### src/bsr_pkg.sv
`timescale 1ns / 1ps
package bsr_pkg;
	localparam int CAPACITY = 64;
	localparam int IW = (CAPACITY > 1) ? $clog2(CAPACITY) : 1;
	localparam int CW = $clog2(CAPACITY + 1);

	typedef struct packed {
		logic [31:0] seg_start;
		logic [31:0] seg_length;
		logic [31:0] byte_pos;
		logic [7:0]  data_byte;
		logic        byte_valid;
		logic        last_of_segment;
		logic        eof_flag;
		logic [6:0]  out_space;
	} in_item_t;

	typedef struct packed {
		logic [7:0] out_byte;
		logic       out_valid;
		logic       last_of_run;
		logic       stream_ended;
		logic [6:0] unassembled_count;
	} res_item_t;

	// controller to datapath
	typedef struct packed {
		logic load;
		logic eval;
		logic scan_step;
		logic scan_end;
		logic emit;
		logic status;
	} cmd_t;

	// datapath to controller
	typedef struct packed {
		logic is_last;
		logic scan_more;
		logic cnt_zero;
		logic rem_last;
		logic out_free;
	} sts_t;
endpackage

### src/bsr_ctrl.sv
`timescale 1ns / 1ps
module bsr_ctrl (
	input  logic          clk,
	input  logic          arst_n,
	input  logic          in_valid,
	output logic          in_ready,
	input  bsr_pkg::sts_t sts,
	output bsr_pkg::cmd_t cmd
);
	import bsr_pkg::*;

	localparam logic [2:0] ST_IDLE = 3'd0;
	localparam logic [2:0] ST_EVAL = 3'd1;
	localparam logic [2:0] ST_SCAN = 3'd2;
	localparam logic [2:0] ST_RD   = 3'd3;
	localparam logic [2:0] ST_EMIT = 3'd4;
	localparam logic [2:0] ST_STAT = 3'd5;

	logic [2:0] state_q, state_d;

	always_ff @(posedge clk or negedge arst_n) begin
		if (!arst_n) begin
			state_q <= ST_IDLE;
		end else begin
			state_q <= state_d;
		end
	end

	always_comb begin
		state_d  = state_q;
		cmd      = '0;
		in_ready = 1'b0;
		case (state_q)
			ST_IDLE: begin
				in_ready = 1'b1;
				if (in_valid) begin
					cmd.load = 1'b1;
					state_d  = ST_EVAL;
				end
			end
			ST_EVAL: begin
				cmd.eval = 1'b1;
				state_d  = sts.is_last ? ST_SCAN : ST_IDLE;
			end
			ST_SCAN: begin
				if (sts.scan_more) begin
					cmd.scan_step = 1'b1;
				end else begin
					cmd.scan_end = 1'b1;
					state_d      = sts.cnt_zero ? ST_STAT : ST_RD;
				end
			end
			ST_RD: begin
				state_d = ST_EMIT;
			end
			ST_EMIT: begin
				if (sts.out_free) begin
					cmd.emit = 1'b1;
					state_d  = sts.rem_last ? ST_IDLE : ST_RD;
				end
			end
			ST_STAT: begin
				if (sts.out_free) begin
					cmd.status = 1'b1;
					state_d    = ST_IDLE;
				end
			end
			default: begin
				state_d = ST_IDLE;
			end
		endcase
	end
endmodule

### src/bsr_datapath.sv
`timescale 1ns / 1ps
module bsr_datapath (
	input  logic               clk,
	input  logic               arst_n,
	input  bsr_pkg::in_item_t  in_item,
	input  bsr_pkg::cmd_t      cmd,
	output bsr_pkg::sts_t      sts,
	input  logic               res_ready,
	output logic               res_valid,
	output bsr_pkg::res_item_t res_item
);
	import bsr_pkg::*;

	in_item_t       item_q;
	logic [7:0]     mem [CAPACITY];
	logic [7:0]     rd_q;
	logic [CAPACITY-1:0] valid_q;
	logic [IW-1:0]  head_q, scan_q;
	logic [31:0]    next_q;
	logic [CW-1:0]  held_q, cnt_q, rem_q;
	logic           eof_q, ended_q;
	logic           res_valid_q;
	res_item_t      res_q;

	logic [CW-1:0]  space;
	logic [32:0]    wend, abs_i, seg_end;
	logic [IW-1:0]  off;
	logic [IW:0]    slot_sum;
	logic [IW-1:0]  slot;
	logic           in_win, do_store, do_eof;

	function automatic logic [IW-1:0] wrap_inc(input logic [IW-1:0] v);
		return (v == IW'(CAPACITY - 1)) ? '0 : v + 1'b1;
	endfunction

	// window and slot for the held item
	always_comb begin
		space    = (item_q.out_space > 7'(CAPACITY)) ? CW'(CAPACITY) : CW'(item_q.out_space);
		wend     = {1'b0, next_q} + 33'(space);
		abs_i    = {1'b0, item_q.seg_start} + {1'b0, item_q.byte_pos};
		seg_end  = {1'b0, item_q.seg_start} + {1'b0, item_q.seg_length};
		in_win   = {1'b0, item_q.seg_start} < wend;
		off      = IW'(abs_i - {1'b0, next_q});
		slot_sum = {1'b0, head_q} + {1'b0, off};
		slot     = (slot_sum >= (IW+1)'(CAPACITY)) ? IW'(slot_sum - (IW+1)'(CAPACITY))
			: slot_sum[IW-1:0];
		do_store = in_win && item_q.byte_valid && (item_q.byte_pos < item_q.seg_length)
			&& (abs_i >= {1'b0, next_q}) && (abs_i < wend) && !valid_q[slot];
		do_eof   = in_win && item_q.last_of_segment && item_q.eof_flag && (seg_end <= wend);
	end

	always_ff @(posedge clk) begin
		if (cmd.load) item_q <= in_item;
		if (cmd.eval && do_store) mem[slot] <= item_q.data_byte;
		rd_q <= mem[head_q];
	end

	always_ff @(posedge clk or negedge arst_n) begin
		if (!arst_n) begin
			valid_q     <= '0;
			head_q      <= '0;
			scan_q      <= '0;
			next_q      <= '0;
			held_q      <= '0;
			cnt_q       <= '0;
			rem_q       <= '0;
			eof_q       <= 1'b0;
			ended_q     <= 1'b0;
			res_valid_q <= 1'b0;
			res_q       <= '0;
		end else begin
			if (cmd.emit || cmd.status) res_valid_q <= 1'b1;
			else if (res_ready) res_valid_q <= 1'b0;
			if (cmd.eval) begin
				if (do_store) begin
					valid_q[slot] <= 1'b1;
					held_q        <= held_q + 1'b1;
				end
				if (do_eof) eof_q <= 1'b1;
				scan_q <= head_q;
				cnt_q  <= '0;
			end
			if (cmd.scan_step) begin
				scan_q <= wrap_inc(scan_q);
				cnt_q  <= cnt_q + 1'b1;
			end
			if (cmd.scan_end) begin
				held_q  <= held_q - cnt_q;
				rem_q   <= cnt_q;
				ended_q <= eof_q && (held_q == cnt_q);
			end
			if (cmd.emit) begin
				valid_q[head_q] <= 1'b0;
				head_q          <= wrap_inc(head_q);
				next_q          <= next_q + 32'd1;
				rem_q           <= rem_q - 1'b1;
				res_q.out_byte  <= rd_q;
				res_q.out_valid <= 1'b1;
				res_q.last_of_run <= (rem_q == CW'(1));
				res_q.stream_ended <= ended_q;
				res_q.unassembled_count <= 7'(held_q);
			end
			if (cmd.status) begin
				res_q.out_byte  <= '0;
				res_q.out_valid <= 1'b0;
				res_q.last_of_run <= 1'b1;
				res_q.stream_ended <= ended_q;
				res_q.unassembled_count <= 7'(held_q);
			end
		end
	end

	always_comb begin
		sts.is_last   = item_q.last_of_segment;
		sts.scan_more = (cnt_q < CW'(CAPACITY)) && valid_q[scan_q];
		sts.cnt_zero  = (cnt_q == '0);
		sts.rem_last  = (rem_q == CW'(1));
		sts.out_free  = !res_valid_q || res_ready;
	end

	assign res_valid = res_valid_q;
	assign res_item  = res_q;
endmodule

### src/byte_stream_reassembler_unit.sv
`timescale 1ns / 1ps
// byte stream reassembler: takes one segment byte per input transfer and
// stores it in a 64-entry ring if it falls inside the window next_expected
// .. next_expected + min(out_space, 64). an input transfer that is not the
// last of its segment is evaluated and gives no result. the last one is
// evaluated, then the contiguous held bytes from the ring head are scanned,
// then the run goes out byte by byte (ring memory read, then output
// register, waiting while the output is stalled); with nothing to deliver
// a single status result goes out. a new input transfer is taken once the
// run is handed to the output register. every result carries the held
// count and end-of-stream flag as they stand after the whole run.
module byte_stream_reassembler_unit (
	input  logic               clk,
	input  logic               arst_n,
	input  logic               in_valid,
	output logic               in_ready,
	input  bsr_pkg::in_item_t  in_item,
	output logic               res_valid,
	input  logic               res_ready,
	output bsr_pkg::res_item_t res_item
);
	import bsr_pkg::*;

	cmd_t cmd;
	sts_t sts;

	// sequencing of capture, evaluate, scan, emit and status
	bsr_ctrl u_ctrl (
		.clk      (clk),
		.arst_n   (arst_n),
		.in_valid (in_valid),
		.in_ready (in_ready),
		.sts      (sts),
		.cmd      (cmd)
	);

	// ring store, window math and output register
	bsr_datapath u_dp (
		.clk       (clk),
		.arst_n    (arst_n),
		.in_item   (in_item),
		.cmd       (cmd),
		.sts       (sts),
		.res_ready (res_ready),
		.res_valid (res_valid),
		.res_item  (res_item)
	);
endmodule

### config.mk
export PLATFORM = sky130hd
export DESIGN_NAME = byte_stream_reassembler_unit
export DESIGN_NICKNAME = d
export VERILOG_FILES = /design/src/bsr_pkg.sv /design/src/bsr_ctrl.sv /design/src/bsr_datapath.sv /design/src/byte_stream_reassembler_unit.sv
export SDC_FILE = /design/constraint.sdc
export NUM_CORES = 1
export LEC_CHECK = 0
export ABC_AREA = 1
export ABC_CLOCK_PERIOD_IN_PS = 6450
export BUFFER_PORTS_ARGS = -buffer_cell sky130_fd_sc_hd__buf_2
export CORE_MARGIN = 5
export CORE_UTILIZATION = 57
export CTS_CLUSTER_SIZE = 14
export DETAILED_ROUTE_END_ITERATION = 10
export PLACE_DENSITY = 0.77
export SLEW_MARGIN = 20
export SYNTH_ARGS = -nofsm -noshare
export SYNTH_HDL_FRONTEND = slang
export SYNTH_SLANG_ARGS = --single-unit
### constraint.sdc
create_clock -name clk -period 6.45 [get_ports clk]
set_input_delay 0.3225 -clock clk [delete_from_list [all_inputs] [get_ports clk]]
set_output_delay 0.3225 -clock clk [all_outputs]
set_load 0.02 [all_outputs]
==> run metrics, run 1 <==
slowest library cell on the worst path nor2_1; Via density 6.02; global placement routability congestion 0.978; Final Max Slew Viols 0; Synth top area share 47.1%; dpl hpwl 75100 µm; grt ovf 0; syn_nets 4260; RSZ-0062 raised after global routing no; worst hold stages 3; final wirelength 112000 µm; Antenna Nets Post-Route 0; initial antenna violation count 4; Setup-failing EPs final 0; final setup TNS 0 ns; critical path arrival 6.22 ns; Final period util 92.0%; Max-Cap Viols 0; vias in the first global route 30200; H-tree depth 3; Worst Slack Setup Final 0.513 ns; status complete, no violations; synth cell count leaders nand2_1 (740), edfxtp_1 (626), inv_1 (405); cell repeated most along the worst path nor2_1; row cnt 97; final net count 4571; Post-CTS Setup Bufs 0; placed cell count 4942; CP max FO 64; Worst-path clk slew 0.06 ns; post-synthesis sequential area ratio 57.1%; die height 275 µm; Ys Warns 0; Mean Syn Cell Area 10.3 µm²; Hold Crit Class input port to flop; Post-route DRC 0; Yosys cell types 58; async set-reset flop share out of synthesis 19.4%; Max VDD drop 0.240 mV; synthesized flop and latch total 787; R2R depth 31; clock latency on the worst-skew pair 0.65 ns; EDFF count, synth 626; pre-CTS setup slack 0.620 ns; Starting DRT DRC Count 3864; Core Region 69800 µm²; Layout Cells excl Fill 5206; P_leak 18.6 nW; WS Path Type flop to flop; TritonCTS clock tree yes; clock sinks 787; Total GRT Usage 29.3%; Chip Width 275 µm; total CTS buffers 80; largest net degree at the start of global routing 91; P&R area growth vs syn 14.9%; clk buf depth 3; Area contributors post-synth edfxtp_1 (47%), dfrtp_1 (9.6%), ha_1 (7.7%), nand2_1 (7.0%), inv_1 (3.8%); worst slew pin tran 1.03 ns; critical path data required time 6.73 ns; first-pass GRT wire length 171000 µm; port buffer count 137; Initial Util 57.2%; die footprint 75400 µm²; prevailing post-synth register cell edfxtp_1; Worst setup EP type flop; slowest stage delay, CP 0.58 ns; relative slew slack 31.2%; routed len/inst 21.6 µm; Final Skew 0.0411 ns; clock root buffer clkbuf_16; detailed-router iteration count before antenna repair 6; fmax 0.168 GHz; Syn Inst Count 3889; pwr dens 225 nW/µm²; Ports 138; Post-Synthesis Cell Area 39900 µm²; final hold violations 0; Final min period 5.94 ns; CP Launch Type flop; share of layout cells above drive strength 1 9.07%; most frequent cell after synthesis nand2_1; area leader, netlist edfxtp_1; via count 31300
[report_power, final]
group	internal (mW)	leakage (nW)	switching (mW)	total, mW
combinational	0.0711	10.0	0.0427	0.114
sequential	5.43	7.31	0.00000000000000000596	5.43
clock	2.74	1.30	2.03	4.77
[state kept, by name (all words and copies together), names as in the netlist]
register	cells
u_dp.mem	512
u_dp.item_q	113
u_dp.valid_q	64
u_dp.next_q	32
u_dp.res_item	18
u_dp.rd_q	8
u_dp.cnt_q	7
u_dp.held_q	7
u_dp.rem_q	7
u_dp.head_q	6
u_dp.scan_q	6
u_ctrl.state_q	3
u_dp.ended_q	1
u_dp.eof_q	1
u_dp.res_valid	1
u_dp.sts	1
[through the flow]
| step | hold WS [ns] | cell area [µm²] | utilization (%) | power [mW] |
|---|---|---|---|---|
| final | 0.105 | 45900 | 65.8 | 10.3 |
| after global routing | 0.136 | 45900 | 65.8 | 10.6 |
| after CTS | 0.0776 | 45900 | 65.8 | 10.3 |
| after detailed placement | 0.444 | 42000 | 60.2 | 5.59 |
| after global placement | 0.430 | 42000 | 60.2 | 5.59 |
| after floorplan | 0.0269 | 39900 | - | 5.53 |
[cells in the final DEF, fill, tap and decap left out, types with 11 or more instances in the layout]
master | Yosys | final
dlygate4sd3_1 | 0 | 116
clkinv_1 | 3 | 19
buf_4 | 13 | 88
o211ai_1 | 11 | 11
a221oi_1 | 66 | 66
nor3_1 | 45 | 40
ha_1 | 247 | 247
buf_2 | 28 | 136
o21bai_1 | 11 | 11
a22o_1 | 64 | 64
inv_1 | 405 | 405
xor2_1 | 111 | 111
nand3_1 | 186 | 186
nor4_1 | 14 | 14
clkbuf_16 | 0 | 81
a21oi_1 | 261 | 261
nand4_1 | 98 | 98
nor2_1 | 373 | 368
o21ai_0 | 154 | 154
a22oi_1 | 72 | 72
edfxtp_1 | 626 | 626
xnor2_1 | 31 | 31
dfrtp_1 | 153 | 153
clkbuf_1 | 58 | 14
nand2_1 | 740 | 740
[kinds of logic (layout without fill, tap and decap cells)]
group / Yosys count / in the layout / synth area share, %
AND/OR/NAND/NOR: 1487 / 1487 / 15.7
AO/OA/AOI/OAI: 691 / 691 / 10.8
XOR/XNOR: 143 / 143 / 3.18
other: 0 / 1 / 0
adder cells (fa/ha/maj): 253 / 253 / 8.04
buffers and inverters: 528 / 904 / 5.19
flip-flops: 787 / 787 / 57.1
[path summary, 6_finish.rpt]
path	startpoint	endpoint	slack, ns
min in group asynchronous	arst_n	u_dp.res_item[0]	0.32
max in group asynchronous	arst_n	u_dp.next_q[26]	4.74
hold reg to reg	u_dp.rd_q[6]	u_dp.res_item[16]	0.46
setup reg to reg	u_dp.item_q[0]	u_dp.mem[53][5]	0.51
hold / removal	in_valid	u_ctrl.state_q[0]	0.10
setup / recovery	u_dp.item_q[0]	u_dp.mem[53][5]	0.51
[layout make-up]
| cell class | count | area (µm²) |
|---|---|---|
| multi-input combinational | 2574 | 15100 |
| clock inverter | 45 | 531 |
| timing repair buffer | 343 | 2540 |
| fill | 5167 | 23900 |
| clock buffer | 102 | 2180 |
| tap | 940 | 1180 |
| inverter | 414 | 1550 |
| antenna | 1 | 2.50 |
| sequential | 787 | 22800 |
[worst max-delay path: cells and delay by family (launching register included)]
kind,cells,cell delay [ns]
AO/OA/AOI/OAI,5,0.94
adder cells (fa/ha/maj),2,0.40
flip-flops,1,0.38
buffers and inverters,4,0.53
XOR/XNOR,1,0.17
AND/OR/NAND/NOR,19,3.13
[what timing repair did]
item,in CTS,in global routing
setup endpoints to repair,0,9
hold endpoints to repair,205,0
hold buffers,116,0
gates resized for setup,0,2
[layer usage]
layer | GRT usage (%) | part of all wire [%] | routed length, µm
met1 | 40.1 | 39 | 43800
met4 | 11.6 | 4.4 | 4980
met3 | 5.71 | 11 | 12200
met2 | 46.6 | 46 | 51300
met5 | 0 | 0.024 | 27
(Power assumes the default switching activity.)
==> inputs of run 2 (changes only) <==
ABC_AREA = unset   (was 1)
==> run 2 against run 1 <==
Highest routed layer is now met4. Final cell count is 16% lower. Non-clock buffer count rose by 57. Worst hold slack gained 0.056 ns.
==> run metrics, run 2 <==
clock latency on the worst-skew pair 0.67 ns (+0.02 ns); switching pwr 10.2 mW (+390%); clock root buffer clkbuf_16; synth cell count leaders edfxtp_1 (626), ha_1 (247), nand2_1 (194); r2r setup slk 0.11 ns (-0.40 ns); post-synthesis sequential area ratio 58.7% (+1.7 points); P_leak 16.6 nW (-11%); Multi-input gate area 15100 µm² (about the same); Final Skew 0.0494 ns (+0.00830 ns); Final min period 6.34 ns (+0.400 ns); area leader, netlist edfxtp_1; clk buf depth 3 (unchanged); status complete, no violations; Max-Cap Viols 0 (unchanged); dpl hpwl 72500 µm (-3.4%); final wirelength 113000 µm (+0.19%); relative slew slack 21.4% (-9.8 points); die footprint 73400 µm² (-2.8%); port buffer count 137 (unchanged); Post-Synthesis Cell Area 38800 µm² (-2.9%); Final Core Density 67.1% (+1.3 points); Starting DRT DRC Count 3280 (-15%); P&R area growth vs syn 16.4%; row cnt 95 (-2.1%); Max VDD drop 0.445 mV (+86%); initial antenna violation count 0 (-4); worst slew pin tran 1.16 ns (+0.135 ns); via count 29400 (-6.3%); WS Path Type flop to flop; FILL cells 4668 (-9.7%); first-pass GRT wire length 171000 µm (-0.43%); CP Launch Type flop; Syn Inst Count 3098 (-20%); pwr dens 502 nW/µm² (+120%); async set-reset flop share out of synthesis 19.4% (unchanged); share of layout cells above drive strength 1 13.9% (+4.8 points); Yosys cell types 91 (+57%); global placement routability congestion 0.950 (-2.9%); largest net degree at the start of global routing 107 (+18%); n_diodes 0 (-1); critical path data required time 6.86 ns (+0.13 ns); Clock Power Share 20.8% (-25 points); Post-route DRC 0 (unchanged); Ys Warns 0 (unchanged); Final Max Slew Viols 0 (unchanged); detailed-router iteration count before antenna repair 6 (unchanged); Total GRT Usage 29.7% (+0.43 points); Setup-failing EPs final 0 (unchanged); Worst setup EP type flop; routed len/inst 25.7 µm (+19%); syn_nets 3469 (-19%); final net count 3820 (-16%); Via density 6.70 (+11%); vias in the first global route 29500 (-2.6%); most frequent cells in the layout edfxtp_1 (626), ha_1 (247), nand2_1 (194); EDFF count, synth 626 (unchanged); TritonCTS clock tree yes; Initial Util 57.7% (+0.44 points); total CTS buffers 81 (+1.3%); Chip Width 271 µm (-1.4%); number of flip-flops in the largest register 512 (unchanged); Switching Share 44.7% (+25 points); clock sinks 787 (unchanged); Final period util 98.2% (+6.2 points); CP max FO 23 (-64%); Flop pwr share 28.5% (-24 points); fmax 0.158 GHz (-6.3%); final hold violations 0 (unchanged); Core Region 67300 µm² (-3.6%); Worst-path clk slew 0.07 ns (about the same); synthesized flop and latch total 787 (unchanged); Ports 138 (unchanged); most frequent cell after synthesis edfxtp_1; prevailing post-synth register cell edfxtp_1; Most flops, register u_dp.mem; part of the power in combinational logic 50.7% (+50 points); H-tree depth 3 (unchanged); die height 271 µm (-1.4%); most common cell after layout, fill and taps aside edfxtp_1; Antenna Nets Post-Route 0 (unchanged); Area contributors post-synth edfxtp_1 (48%), dfrtp_1 (9.9%), ha_1 (8.0%), a22oi_1 (3.6%), xnor2_1 (2.5%); Mean Syn Cell Area 12.5 µm² (+22%); critical path arrival 6.74 ns (+0.52 ns); total power 22.7 mW (+120%); Synth top area share 48.5% (+1.4 points); Register Area 22800 µm² (about the same); Hold Crit Class input port to flop; grt ovf 0 (unchanged); Largest regs u_dp.mem: 512 flops, u_dp.item_q: 113 flops, u_dp.valid_q: 64 flops; Internal 12.5 mW (+52%)
## run 2: area by class of cell
| type | count | share of cell area [%] |
|---|---|---|
| multi-input combinational | 2059 | 33.5 |
| clock inverter | 40 | 1.04 |
| timing repair buffer | 400 | 6.58 |
| sequential | 787 | 50.5 |
| tap | 873 | 2.42 |
| clock buffer | 106 | 4.97 |
| inverter | 120 | 0.998 |
## run 2: layer usage
metal | track usage [%] | vias to the layer above | part of all wire [%]
met3 | 5.19 | 463 | 9.0
met4 | 14.2 | 0 | 5.8
met2 | 50.7 | 1845 | 48
li1 | - | 12800 | -
met5 | 0 | - | 0
met1 | 36.9 | 14300 | 37
## run 2: power groups by stage
stage	sequential [mW]	clock, mW	combinational (mW)
after floorplan	6.49	0	7.02
after global placement	6.53	0	10.6
after detailed placement	6.54	0	10.9
after CTS	6.45	4.76	11.0
after global routing	6.49	5.01	12.2
final	6.46	4.73	11.5
## run 2: kinds of logic (layout without fill, tap and decap cells)
family	count (synthesis)	count (layout)	synth area share, %
AOI/OAI and AO/OA	858	858	15.5
DFF	787	787	58.7
and+or+nand+nor	763	763	9.68
adders and majority gates	253	253	8.28
buffers and inverters	252	666	2.57
xor gates and xnor gates	135	135	3.12
muxes	50	50	2.12
## run 2: path summary, 6_finish.rpt
path,startpoint,to,cells past startpoint
max reg2reg,u_dp.item_q[82],u_dp.mem[30][3],19
min reg2reg,u_dp.rd_q[1],u_dp.res_item[11],2
max,u_dp.item_q[82],u_dp.mem[30][3],19
min in group asynchronous,arst_n,u_dp.ended_q,2
min,in_valid,u_dp.item_q[17],2
max in group asynchronous,arst_n,u_dp.head_q[5],3
## run 2: what timing repair did
item	in CTS	in global routing
gates cloned	0	1
hold endpoints to repair	201	0
setup endpoints to repair	8	543
hold buffers	116	0
pin swaps	0	7
buffers inserted	0	7
gates resized for setup	1	19
## run 2: metrics by stage
step | hold slack [ns] | area, µm² | TNS [ns] | worst slack [ns] | cells
final | 0.161 | 45100 | 0 | 0.113 | 4385
after global placement | 0.429 | 41100 | 0 | 0.203 | 4115
after CTS | 0.141 | 45000 | 0 | 0.0237 | 4377
after floorplan | 0.0269 | 38800 | 0 | 0.676 | 3098
after global routing | 0.147 | 45100 | -1.99 | -0.0344 | 4385
after detailed placement | 0.445 | 41100 | 0 | 0.0573 | 4115
## run 2: critical path: stages, from the launching register on
cell and delay [ns]:
edfxtp_1 0.42, ha_1 0.26, inv_1 0.10, fa_1 0.50, fa_1 0.55, fa_1 0.53
xnor2_2 0.70, buf_4 0.44, a211oi_1 0.12, o32ai_1 0.67, o221a_2 0.30, o21ai_0 0.12
o211ai_1 0.27, nor4_4 0.07, buf_4 0.17, clkbuf_4 0.19, nand4_1 0.12, buf_4 0.25
nor2_1 0.10, buf_4 0.19
